==> config.mk <==
export PLATFORM = sky130hd
export DESIGN_NAME = fraction_reducer_gcd
export DESIGN_NICKNAME = d
export VERILOG_FILES = /design/src/frg_pkg.sv /design/src/frg_divider.sv /design/src/frg_datapath.sv /design/src/frg_ctrl.sv /design/src/fraction_reducer_gcd.sv
export SDC_FILE = /design/constraint.sdc
export NUM_CORES = 1
export LEC_CHECK = 0
export BUFFER_PORTS_ARGS = -buffer_cell sky130_fd_sc_hd__buf_2
export CELL_PAD_IN_SITES_DETAIL_PLACEMENT = 0
export CELL_PAD_IN_SITES_GLOBAL_PLACEMENT = 1
export CORE_MARGIN = 4
export CORE_UTILIZATION = 30
export CTS_BUF_LIST = sky130_fd_sc_hd__clkbuf_8
export DETAILED_ROUTE_END_ITERATION = 6
export PLACE_DENSITY = 0.56
export SETUP_SLACK_MARGIN = 0.2
export SYNTH_ARGS = -nofsm -noshare
export SYNTH_HDL_FRONTEND = slang
export SYNTH_SLANG_ARGS = --single-unit
==> constraint.sdc <==
create_clock -name i_clk -period 6.05 [get_ports i_clk]
set_input_delay 1.815 -clock i_clk [delete_from_list [all_inputs] [get_ports i_clk]]
set_output_delay 1.815 -clock i_clk [all_outputs]
set_load 0.01 [all_outputs]
==> src/frg_pkg.sv <==
// Shared types, constants and control words for the fraction reducer.
package frg_pkg;

    // Width of every operand and result field
    localparam int DATA_WIDTH = 31;
    // Bits needed to count the divider steps, including the full count
    localparam int CNT_W = $clog2(DATA_WIDTH + 1);

    typedef logic [DATA_WIDTH-1:0] t_data;
    typedef logic [CNT_W-1:0]      t_count;

    typedef enum logic [2:0] {
        ST_IDLE,
        ST_CHECK,
        ST_GCD_TEST,
        ST_GCD_WAIT,
        ST_NUM_WAIT,
        ST_DEN_WAIT,
        ST_DONE
    } t_state;

    // Operand pair handed to the shared divider
    typedef enum logic [1:0] {
        DIV_GCD,
        DIV_NUM,
        DIV_DEN
    } t_div_sel;

    // Controller to datapath commands
    typedef struct packed {
        logic     load_in;
        logic     div_start;
        t_div_sel div_sel;
        logic     step_gcd;
        logic     latch_num_q;
        logic     latch_den_q;
        logic     set_zero;
        logic     load_out;
    } t_cmd;

    // Datapath to controller status
    typedef struct packed {
        logic both_zero;
        logic b_zero;
        logic div_busy;
        logic div_done;
        logic out_free;
    } t_status;

endpackage

==> src/frg_divider.sv <==
// Restoring divider: one quotient bit per cycle, quotient and remainder held until next start.
module frg_divider (
    input  logic           i_clk,
    input  logic           i_rst_n,
    input  logic           i_start,
    input  frg_pkg::t_data i_dividend,
    input  frg_pkg::t_data i_divisor,
    output logic           o_busy,
    output logic           o_done,
    output frg_pkg::t_data o_quotient,
    output frg_pkg::t_data o_remainder
);
    import frg_pkg::*;

    t_data  r_rem;
    t_data  r_quo;
    t_data  r_dvs;
    t_count r_cnt;
    logic   r_busy;
    logic   r_done;

    logic [DATA_WIDTH:0] w_shift;
    logic [DATA_WIDTH:0] w_diff;
    logic                w_ge;
    t_data               n_rem;

    // Shift in the next dividend bit and try the subtraction
    always_comb begin
        w_shift = {r_rem, r_quo[DATA_WIDTH-1]};
        w_diff  = w_shift - {1'b0, r_dvs};
        w_ge    = (w_shift >= {1'b0, r_dvs});
        n_rem   = w_ge ? w_diff[DATA_WIDTH-1:0] : w_shift[DATA_WIDTH-1:0];
    end

    // Control: step counter, busy and done pulse
    always_ff @(posedge i_clk) begin
        if (!i_rst_n) begin
            r_busy <= 1'b0;
            r_done <= 1'b0;
            r_cnt  <= '0;
        end else begin
            r_done <= 1'b0;
            if (i_start && !r_busy) begin
                r_busy <= 1'b1;
                r_cnt  <= CNT_W'(DATA_WIDTH);
            end else if (r_busy) begin
                r_cnt <= r_cnt - t_count'(1);
                if (r_cnt == t_count'(1)) begin
                    r_busy <= 1'b0;
                    r_done <= 1'b1;
                end
            end
        end
    end

    // Datapath: load operands, then advance one bit per cycle
    always_ff @(posedge i_clk) begin
        if (i_start && !r_busy) begin
            r_rem <= '0;
            r_quo <= i_dividend;
            r_dvs <= i_divisor;
        end else if (r_busy) begin
            r_rem <= n_rem;
            r_quo <= {r_quo[DATA_WIDTH-2:0], w_ge};
        end
    end

    assign o_busy      = r_busy;
    assign o_done      = r_done;
    assign o_quotient  = r_quo;
    assign o_remainder = r_rem;

endmodule

==> src/frg_datapath.sv <==
// Operand registers, shared divider and output register of the fraction reducer.
module frg_datapath (
    input  logic             i_clk,
    input  logic             i_rst_n,
    input  frg_pkg::t_cmd    i_cmd,
    output frg_pkg::t_status o_status,
    input  frg_pkg::t_data   i_numerator_in,
    input  frg_pkg::t_data   i_denominator_in,
    output logic             o_out_valid,
    input  logic             i_out_ready,
    output frg_pkg::t_data   o_numerator_out,
    output frg_pkg::t_data   o_denominator_out,
    output frg_pkg::t_data   o_common_divisor,
    output logic             o_zero_error
);
    import frg_pkg::*;

    t_data r_num;
    t_data r_den;
    t_data r_a;
    t_data r_b;
    t_data r_qnum;
    t_data r_qden;
    logic  r_zero;

    t_data r_out_num;
    t_data r_out_den;
    t_data r_out_gcd;
    logic  r_out_zero;
    logic  r_out_valid;

    t_data w_dividend;
    t_data w_divisor;
    logic  w_div_busy;
    logic  w_div_done;
    t_data w_quo;
    t_data w_rem;

    // Pick the divider operands; after the loop r_a holds the divisor
    always_comb begin
        unique case (i_cmd.div_sel)
            DIV_GCD: begin
                w_dividend = r_a;
                w_divisor  = r_b;
            end
            DIV_NUM: begin
                w_dividend = r_num;
                w_divisor  = r_a;
            end
            DIV_DEN: begin
                w_dividend = r_den;
                w_divisor  = r_a;
            end
            default: begin
                w_dividend = r_a;
                w_divisor  = r_b;
            end
        endcase
    end

    frg_divider u_div (
        .i_clk       (i_clk),
        .i_rst_n     (i_rst_n),
        .i_start     (i_cmd.div_start),
        .i_dividend  (w_dividend),
        .i_divisor   (w_divisor),
        .o_busy      (w_div_busy),
        .o_done      (w_div_done),
        .o_quotient  (w_quo),
        .o_remainder (w_rem)
    );

    // Load the fraction, advance Euclid's pair and hold the quotients
    always_ff @(posedge i_clk) begin
        if (i_cmd.load_in) begin
            r_num  <= i_numerator_in;
            r_den  <= i_denominator_in;
            r_a    <= i_numerator_in;
            r_b    <= i_denominator_in;
            r_zero <= 1'b0;
        end else begin
            if (i_cmd.step_gcd) begin
                r_a <= r_b;
                r_b <= w_rem;
            end
            if (i_cmd.set_zero) begin
                r_zero <= 1'b1;
            end
        end
        if (i_cmd.latch_num_q) begin
            r_qnum <= w_quo;
        end
        if (i_cmd.latch_den_q) begin
            r_qden <= w_quo;
        end
    end

    // Output word register; zero case forces the fields to zero
    always_ff @(posedge i_clk) begin
        if (i_cmd.load_out) begin
            r_out_num  <= r_zero ? '0 : r_qnum;
            r_out_den  <= r_zero ? '0 : r_qden;
            r_out_gcd  <= r_zero ? '0 : r_a;
            r_out_zero <= r_zero;
        end
    end

    // Output valid: set on load, drop when taken
    always_ff @(posedge i_clk) begin
        if (!i_rst_n) begin
            r_out_valid <= 1'b0;
        end else if (i_cmd.load_out) begin
            r_out_valid <= 1'b1;
        end else if (i_out_ready) begin
            r_out_valid <= 1'b0;
        end
    end

    always_comb begin
        o_status.both_zero = (r_a == '0) && (r_b == '0);
        o_status.b_zero    = (r_b == '0);
        o_status.div_busy  = w_div_busy;
        o_status.div_done  = w_div_done;
        o_status.out_free  = !r_out_valid || i_out_ready;
    end

    assign o_out_valid       = r_out_valid;
    assign o_numerator_out   = r_out_num;
    assign o_denominator_out = r_out_den;
    assign o_common_divisor  = r_out_gcd;
    assign o_zero_error      = r_out_zero;

endmodule

==> src/frg_ctrl.sv <==
// Sequencer that runs Euclid's loop and the two final divisions.
module frg_ctrl (
    input  logic             i_clk,
    input  logic             i_rst_n,
    input  logic             i_in_valid,
    output logic             o_in_ready,
    input  frg_pkg::t_status i_status,
    output frg_pkg::t_cmd    o_cmd
);
    import frg_pkg::*;

    t_state r_state;
    t_state n_state;

    // State register
    always_ff @(posedge i_clk) begin
        if (!i_rst_n) begin
            r_state <= ST_IDLE;
        end else begin
            r_state <= n_state;
        end
    end

    // Next state
    always_comb begin
        n_state = r_state;
        unique case (r_state)
            ST_IDLE: begin
                if (i_in_valid) begin
                    n_state = ST_CHECK;
                end
            end
            ST_CHECK: begin
                n_state = i_status.both_zero ? ST_DONE : ST_GCD_TEST;
            end
            ST_GCD_TEST: begin
                n_state = i_status.b_zero ? ST_NUM_WAIT : ST_GCD_WAIT;
            end
            ST_GCD_WAIT: begin
                if (i_status.div_done) begin
                    n_state = ST_GCD_TEST;
                end
            end
            ST_NUM_WAIT: begin
                if (i_status.div_done) begin
                    n_state = ST_DEN_WAIT;
                end
            end
            ST_DEN_WAIT: begin
                if (i_status.div_done) begin
                    n_state = ST_DONE;
                end
            end
            ST_DONE: begin
                if (i_status.out_free) begin
                    n_state = ST_IDLE;
                end
            end
            default: n_state = ST_IDLE;
        endcase
    end

    // Commands
    always_comb begin
        o_cmd      = '0;
        o_cmd.div_sel = DIV_GCD;
        o_in_ready = 1'b0;
        unique case (r_state)
            ST_IDLE: begin
                o_in_ready    = 1'b1;
                o_cmd.load_in = i_in_valid;
            end
            ST_CHECK: begin
                o_cmd.set_zero = i_status.both_zero;
            end
            ST_GCD_TEST: begin
                o_cmd.div_start = 1'b1;
                o_cmd.div_sel   = i_status.b_zero ? DIV_NUM : DIV_GCD;
            end
            ST_GCD_WAIT: begin
                o_cmd.step_gcd = i_status.div_done;
            end
            ST_NUM_WAIT: begin
                o_cmd.latch_num_q = i_status.div_done;
                o_cmd.div_start   = i_status.div_done;
                o_cmd.div_sel     = DIV_DEN;
            end
            ST_DEN_WAIT: begin
                o_cmd.latch_den_q = i_status.div_done;
            end
            ST_DONE: begin
                o_cmd.load_out = i_status.out_free;
            end
            default: begin
                o_in_ready = 1'b0;
            end
        endcase
    end

endmodule

==> src/fraction_reducer_gcd.sv <==
// Top level of the fraction reducer: controller, datapath and checks.
//
// Input channel (i_in_valid / o_in_ready) takes one word: a nonnegative
// numerator and denominator. Output channel (o_out_valid / i_out_ready)
// returns one word per input: both parts divided by their greatest common
// divisor, the divisor, and a zero error flag. When both parts are zero the
// flag is set and the three value fields are zero.
// One fraction is processed at a time. Euclid's loop and the two final
// divisions share one restoring divider that produces one quotient bit per
// cycle. Euclid's loop needs at most about 45 remainder steps at 31 bits;
// a zero denominator needs none.
// The result sits in an output register; a new word is accepted in the cycle
// after that register is loaded, even while the receiver stalls. If the
// previous result has not been taken when the next one is ready, the block
// holds in its final state until the receiver takes it.
// Reset (i_rst_n low, synchronous) returns the sequencer to idle and drops
// o_out_valid; no item state survives.
module fraction_reducer_gcd (
    input  logic           i_clk,
    input  logic           i_rst_n,
    input  logic           i_in_valid,
    output logic           o_in_ready,
    input  frg_pkg::t_data i_numerator_in,
    input  frg_pkg::t_data i_denominator_in,
    output logic           o_out_valid,
    input  logic           i_out_ready,
    output frg_pkg::t_data o_numerator_out,
    output frg_pkg::t_data o_denominator_out,
    output frg_pkg::t_data o_common_divisor,
    output logic           o_zero_error
);
    import frg_pkg::*;

    t_cmd    w_cmd;
    t_status w_status;

    frg_ctrl u_ctrl (
        .i_clk      (i_clk),
        .i_rst_n    (i_rst_n),
        .i_in_valid (i_in_valid),
        .o_in_ready (o_in_ready),
        .i_status   (w_status),
        .o_cmd      (w_cmd)
    );

    frg_datapath u_dp (
        .i_clk             (i_clk),
        .i_rst_n           (i_rst_n),
        .i_cmd             (w_cmd),
        .o_status          (w_status),
        .i_numerator_in    (i_numerator_in),
        .i_denominator_in  (i_denominator_in),
        .o_out_valid       (o_out_valid),
        .i_out_ready       (i_out_ready),
        .o_numerator_out   (o_numerator_out),
        .o_denominator_out (o_denominator_out),
        .o_common_divisor  (o_common_divisor),
        .o_zero_error      (o_zero_error)
    );

`ifndef SYNTHESIS
    // Output register is only loaded when its previous word is gone
    a_load_out_free: assert property (@(posedge i_clk) disable iff (!i_rst_n)
        w_cmd.load_out |-> w_status.out_free)
        else $error("output register overwritten");

    // Divider is never restarted mid-division
    a_div_idle_start: assert property (@(posedge i_clk) disable iff (!i_rst_n)
        w_cmd.div_start |-> !w_status.div_busy)
        else $error("divider started while busy");

    // One item at a time: after an accept the input side closes
    a_single_item: assert property (@(posedge i_clk) disable iff (!i_rst_n)
        (i_in_valid && o_in_ready) |=> !o_in_ready)
        else $error("second item accepted during processing");

    // Divisor is nonzero exactly when no zero error is flagged
    a_gcd_nonzero: assert property (@(posedge i_clk) disable iff (!i_rst_n)
        o_out_valid |-> ((o_common_divisor == '0) == o_zero_error))
        else $error("divisor and zero flag disagree");
`endif

endmodule

==> results.md, run 1 <==
* Leak Pwr at a little over 7 nW
* Syn Inst Count at 1,262
* Area leader, netlist: edfxtp_1
* Asr flop ratio synth at 0
* Initial antenna violation count at 1
* Vias/cell at 4.68
* Hold-critical path depth at 2
* Crit path kind: flip-flop to flip-flop
* Reg2Reg Depth at 11
* Clock buffer depth at 3
* GPL Wtd Cong at 0.769
* Psw at between 2 and 2.5 mW
* Place WS at ~2200 ps
* Count leader, synth: edfxtp_1
* Yosys warning count at 0
* FF+latch count, synth at 385
* Synth-to-Final Area Change at 16.3%
* Max-cap violations at 0
* Top area cells in the synthesized netlist: edfxtp_1, mux2_2, dfxtp_1
* Final Skew at about 30 ps
* Tcrit/Tclk final at 0.569
* Routed len/inst at ~20 um
* CTS buffer count at around 60
* DR vias at approximately 10k
* Setup Buffers After CTS at 0
* Fin crit period at 3440 ps
* Congestion Overflow GR at 0
* Critical path, cell by cell: inv_1 -> ha_1 -> fa_1 -> nor2b_1 -> o211ai_2 -> a21oi_1 -> a311o_2 -> o221ai_4 -> nand2_2 -> nand2_1 -> o21ai_0
* Switching Share at 0.320
* CP max stage cell: edfxtp_1
* Slowest cell delay on critical path at roughly 530 ps
* Core area at approximately 55,000 um^2
* WP data required at between 6000 and 7000 ps
* Cell family with most CP delay: compound AO/OA/AOI/OAI gates
* Worst Setup Start Kind: flip-flop
* Reg-to-reg slack, setup at 2610 ps
* Synthesized area per cell at approximately 13 um^2
* Status: finished, final reports clean
* Hold_sp: u_dp.r_zero
* Largest net degree at the start of global routing at 95
* I/O pins at about 160
* Final #Nets at between 1.5k and 2k
* Fillers at 5,483
* VDD IR max at 0.138 mV
* Worst hold path type: flip-flop to flip-flop
* Initial core utilization at 0.304
* Reg power frac at 0.485
* Drt first pass iters at 4
* DP HPWL at 31,300 um
* Htree depth at 2
* Die area at between 50,000 and 60,000 um^2
* Slew Limit Fails at 0
* CTS sink cnt at 385
* First-pass GRT wire length at about 66,000 um
* Internal at 5.30 mW
* Iter 0 DRT Violations at between 500 and 600
* Relative slew slack at 0.304
* Fin util at 0.353
* CP Buf/Inv Count at 1
* Share of cells above drive strength 1 at 0.241
* CTS Root Cell: clkbuf_8
* Post-CTS Resized at 0
* WHS Endpoint: u_dp.r_zero
* Routed WL at between 40,000 and 50,000 um
* Clock share of power at 0.263
* Worst-Margin Slew at 1040 ps
* Post-synth EDFFs at approximately 340
* Clock latency on the worst-skew pair at between 600 and 700 ps
* DIE WIDTH at 245 um
* Worst-path maximum fanout at 18
* Synth cell types at 61
* Clock transition at path regs at around 60 ps
* Die H at roughly 240 um
* Final setup violating endpoints at 0
* Pwr dens at 399 nW/um^2
* Fmax at 290 MHz
* Commonest cells in the netlist: edfxtp_1, nor2b_1, mux2_2
* Critical path capture point type: flip-flop
* Gate power share at 0.253
* Syn nets at ~1.4k
* RSZ-0062 raised after global routing: no
* Antenna violation net count after detailed routing at 0
* Row count at 86
* Total GRT Usage at 0.142
* Cts hold-fix bufs at 0
* Final setup margin at 2610 ps
* Worst r2r src: u_dp.u_div.o_quotient[30]
* Final hold violations at 0
* Synth top area share at 0.611
* Post-synthesis sequential area ratio at 0.663
* Vias in the first global route at roughly 10k
* Main synth FF type: edfxtp_1
* Crit path from: u_dp.u_div.o_quotient[30]
* TritonCTS clock tree: yes
* Post-route setup TNS at 0 ps
* Drc violations at 0
* Reg2reg end: u_dp.u_div.o_remainder[27]
* Syn Std Cell Area at between 15,000 and 20,000 um^2
* Port Buf Inserts at between 150 and 200
* Worst EP arrival at a little under 4000 ps
-- worst max path at each step --
stage	end	slack, ps	cells past startpoint
finish	u_dp.u_div.o_remainder[27]	2610	11
global route	u_dp.u_div.o_remainder[22]	2280	11
CTS	o_in_ready	2490	2
detailed placement	u_dp.r_b[8]	2180	5
global placement	u_dp.r_b[7]	2240	5
floorplan	u_dp.r_a[0]	930	3
-- flip-flops by register name (all words and copies together) (netlist names) --
register                count
u_dp.r_zero                 1
u_dp.r_a                   31
u_dp.u_div.o_done           1
u_dp.o_common_divisor      31
u_dp.r_b                   31
u_dp.o_zero_error           1
u_dp.o_denominator_out     31
u_dp.u_div.o_quotient      31
u_ctrl.r_state              3
u_dp.u_div.r_cnt            5
u_dp.u_div.o_remainder     31
u_dp.r_qden                31
u_dp.o_numerator_out       31
u_dp.u_div.o_busy           1
u_dp.u_div.r_dvs           31
u_dp.r_num                 31
u_dp.r_qnum                31
u_dp.o_out_valid            1
u_dp.r_den                 31
-- power groups by stage --
stage	registers (mW)	logic [mW]	clock network, mW
global placement	3.82	1.96	0
CTS	3.78	1.99	2.12
floorplan	3.66	1.54	0
finish	3.78	1.97	2.04
detailed placement	3.83	1.98	0
global route	3.82	2.21	2.24
-- final cells by class --
type                    instances  area [um^2]  area share
flip-flops and latches        385        11100       0.570
multi-input cells             773         5280       0.270
well taps                     748          936      0.0479
repair buffers                176          918      0.0470
clock buffers                  61          840      0.0430
clock inverters                43          256      0.0131
inverters                      44          165     0.00846
diodes                          1         2.50    0.000128
-- per-layer routing --
layer / GRT usage / wire (um)
met5: 0 / 0
met4: 0.0351 / 782
met3: 0.0214 / 1720
met2: 0.225 / 20400
met1: 0.205 / 21000
-- placed cells by master, fill, tap and decap left out, drive strengths merged, types with 17 or more instances in the layout --
cell type	n
edfxtp	342
inv	60
nand3	18
nor2b	97
clkinv	22
nand2	91
o21ai	67
buf	176
a22oi	31
mux2i	17
dfxtp	43
clkbuf	61
nor2	75
mux2	93
a21oi	79
ha	35
-- cell families after synthesis --
logic type                 after synthesis  share of synthesized area
and+or+nand+nor                        345                      0.103
muxes                                  110                     0.0725
AOI/OAI and AO/OA                      254                     0.0951
adders and majority gates               36                     0.0273
buffers and inverters                  104                     0.0250
DFF                                    385                      0.663
xor gates and xnor gates                28                     0.0146
-- worst min-delay path: stages, from the launching register on --
cell and delay [ps]:
dfxtp_2 320, a21oi_1 40, nor2_1 70
-- through the flow --
stage | std cells | power [mW] | instance area (um^2) | hold WS, ps
2_1_floorplan | 1262 | 5.20 | 16800 | 445
3_3_place_gp | 2126 | 5.78 | 18400 | 447
3_5_place_dp | 2126 | 5.81 | 18400 | 446
4_1_cts | 2230 | 7.88 | 19500 | 460
5_1_grt | 2231 | 8.27 | 19500 | 495
6_report | 2231 | 7.79 | 19500 | 458
Power figures use the tool's default switching activity.
==> run 2, diff against run 1 <==
- PLACE_DENSITY: 0.56 -> 0.54
- clock period: 6.05 -> 3.2 ns (I/O delays scaled with it)
==> results.md, run 2 (same netlist as run 1, synthesis figures left out) <==
* Status: finished, final reports clean (unchanged)
* Total GRT Usage at 0.150 (was 0.142)
* Largest net degree at the start of global routing at 94 (was 95)
* Synth-to-Final Area Change at 19.5% (was 16.3%)
* Iter 0 DRT Violations at 733 (was 579)
* GPL Wtd Cong at 0.782 (was 0.769)
* Final Cell Area at 20,100 um^2 (was 19,500 um^2)
* Initial core utilization at 0.304 (unchanged)
* Final #Nets at 1,582 (was 1,543)
* Commonest non-fill, non-tap cell in the layout: edfxtp_1 (unchanged)
* Placed cell area at 18,800 um^2 (was 18,400 um^2)
* CTS Root Cell: clkbuf_8 (unchanged)
* DIE WIDTH at 245 um (unchanged)
* Max-cap violations at 0 (unchanged)
* Hold_sp: u_dp.u_div.o_quotient[6] (was u_dp.r_zero)
* TritonCTS clock tree: yes (unchanged)
* Die H at 245 um (unchanged)
* Worst hold path type: flip-flop to flip-flop (unchanged)
* Worst EP arrival at 3280 ps (was 3930 ps)
* Routed len/inst at 20.1 um (was 19.7 um)
* Vias in the first global route at 10.7k (was 10.3k)
* Port Buf Inserts at 161 (unchanged)
* DR vias at 10.7k (was 10.5k)
* Share of cells above drive strength 1 at 0.266 (was 0.241)
* CTS sink cnt at 385 (unchanged)
* Leak Pwr at 7.40 nW (was 7.14 nW)
* RSZ-0062 raised after global routing: no (unchanged)
* Tcrit/Tclk final at 0.880 (was 0.569)
* Fin crit period at 2810 ps (was 3440 ps)
* Most frequent cells in the layout: edfxtp_1, buf_2, nor2b_1 (unchanged)
* Slowest cell delay on critical path at 420 ps (was 530 ps)
* Routed WL at 45,700 um (was 43,900 um)
* Final Skew at 31.9 ps (was 30.3 ps)
* Htree depth at 3 (was 2)
* Final hold violations at 0 (unchanged)
* Antenna violation net count after detailed routing at 0 (unchanged)
* Slew Limit Fails at 0 (unchanged)
* Place WS at 149 ps (was 2180 ps)
* Final setup margin at 385 ps (was 2610 ps)
* Die area at 59,800 um^2 (unchanged)
* Pwr dens at 765 nW/um^2 (was 399 nW/um^2)
* Critical path, cell by cell: inv_1 -> ha_1 -> fa_1 -> nor2b_1 -> o211ai_2 -> a21oi_1 -> a311o_2 -> o221ai_4 -> nand2_2 -> buf_12 -> mux2i_1 -> o22ai_1 (was inv_1 -> ha_1 -> fa_1 -> nor2b_1 -> o211ai_2 -> a21oi_1 -> a311o_2 -> o221ai_4 -> nand2_2 -> nand2_1 -> o21ai_0)
* Congestion Overflow GR at 0 (unchanged)
* I/O pins at 162 (unchanged)
* WP data required at 3670 ps (was 6530 ps)
* Clock latency on the worst-skew pair at 600 ps (was 610 ps)
* Crit path kind: flip-flop to flip-flop (unchanged)
* Clock transition at path regs at 60 ps (about the same)
* Vias/cell at 4.71 (was 4.68)
* Multi-input logic area at 5320 um^2 (was 5280 um^2)
* Initial antenna violation count at 1 (unchanged)
* VDD IR max at 0.285 mV (was 0.138 mV)
* Row count at 86 (unchanged)
* FF/Latch Area at 11,100 um^2 (unchanged)
* CTS buffer count at 67 (was 61)
* Post-route setup TNS at 0 ps (unchanged)
* Worst-path maximum fanout at 12 (was 18)
* Worst Setup Start Kind: flip-flop (unchanged)
* First-pass GRT wire length at 68,900 um (was 65,600 um)
* Worst-Margin Slew at 635 ps (was 1040 ps)
* Fmax at 355 MHz (was 290 MHz)
* Fillers at 5,473 (was 5,483)
* Critical path capture point type: flip-flop (unchanged)
* DP HPWL at 32,400 um (was 31,300 um)
* CP max stage cell: a311o_2 (was edfxtp_1)
* Crit path from: u_dp.u_div.o_quotient[30] (unchanged)
* Final setup violating endpoints at 0 (unchanged)
* Drc violations at 0 (unchanged)
* Core area at 55,300 um^2 (unchanged)
* Clock buffer depth at 3 (unchanged)
* Relative slew slack at 0.573 (was 0.304)
* Worst r2r src: u_dp.u_div.o_quotient[30] (unchanged)
* Reg-to-reg slack, setup at 390 ps (was 2610 ps)
* Drt first pass iters at 4 (unchanged)
## run 2: critical path, delay by kind of cell, from the launching register on
| kind | cells | cell delay (ps) |
|---|---|---|
| multiplexers | 1 | 150 |
| buffers and inverters | 2 | 300 |
| AO/OA/AOI/OAI | 5 | 1080 |
| adder cells (fa/ha/maj) | 2 | 420 |
| AND/OR/NAND/NOR | 2 | 310 |
| flip-flops | 1 | 410 |
## run 2: power by group
part / internal, mW / switching [mW]
Clock: 2.20 / 1.97
Sequential: 6.49 / 0.670
Combinational: 1.72 / 2.31
Total: 10.4 / 4.95
## run 2: worst paths after layout
| path | depth (start not counted) | to |
|---|---|---|
| setup / recovery | 12 | u_dp.u_div.o_remainder[4] |
| hold / removal | 0 | u_dp.r_qnum[6] |
| setup reg to reg | 12 | u_dp.u_div.o_remainder[4] |
| hold reg to reg | 0 | u_dp.r_qnum[6] |
## run 2: layout make-up
type,count,share of cell area
sequential,385,0.555
inverter,44,0.00823
antenna,2,0.000249
timing repair buffer,209,0.0656
clock buffer,71,0.0487
tap,748,0.0466
clock inverter,41,0.0110
multi-input combinational,773,0.265
## run 2: repair_timing
action | 4_1_cts | 5_1_grt
hold endpoints to repair | 0 | 0
buffers inserted | 3 | 2
setup endpoints to repair | 6 | 31
resized for setup | 2 | 8
pin swaps | 0 | 1
hold buffers | 0 | 0
## run 2: metrics by stage
| stage | hold slack (ps) | power, mW | instances | util |
|---|---|---|---|---|
| after global routing | 496 | 16.3 | 2272 | 0.363 |
| after floorplan | 445 | 9.81 | 1262 | - |
| final | 476 | 15.4 | 2273 | 0.363 |
| after detailed placement | 472 | 11.2 | 2154 | 0.340 |
| after CTS | 479 | 15.5 | 2269 | 0.362 |
| after global placement | 464 | 11.2 | 2154 | 0.340 |
## run 2: per-layer routing
layer  up-vias  share of wire  global-route usage
li1       5145              -                   -
met1      5274           0.49               0.214
met2       223           0.46               0.237
met3        53          0.036              0.0241
met4         0          0.017              0.0450
met5         -              0                   0
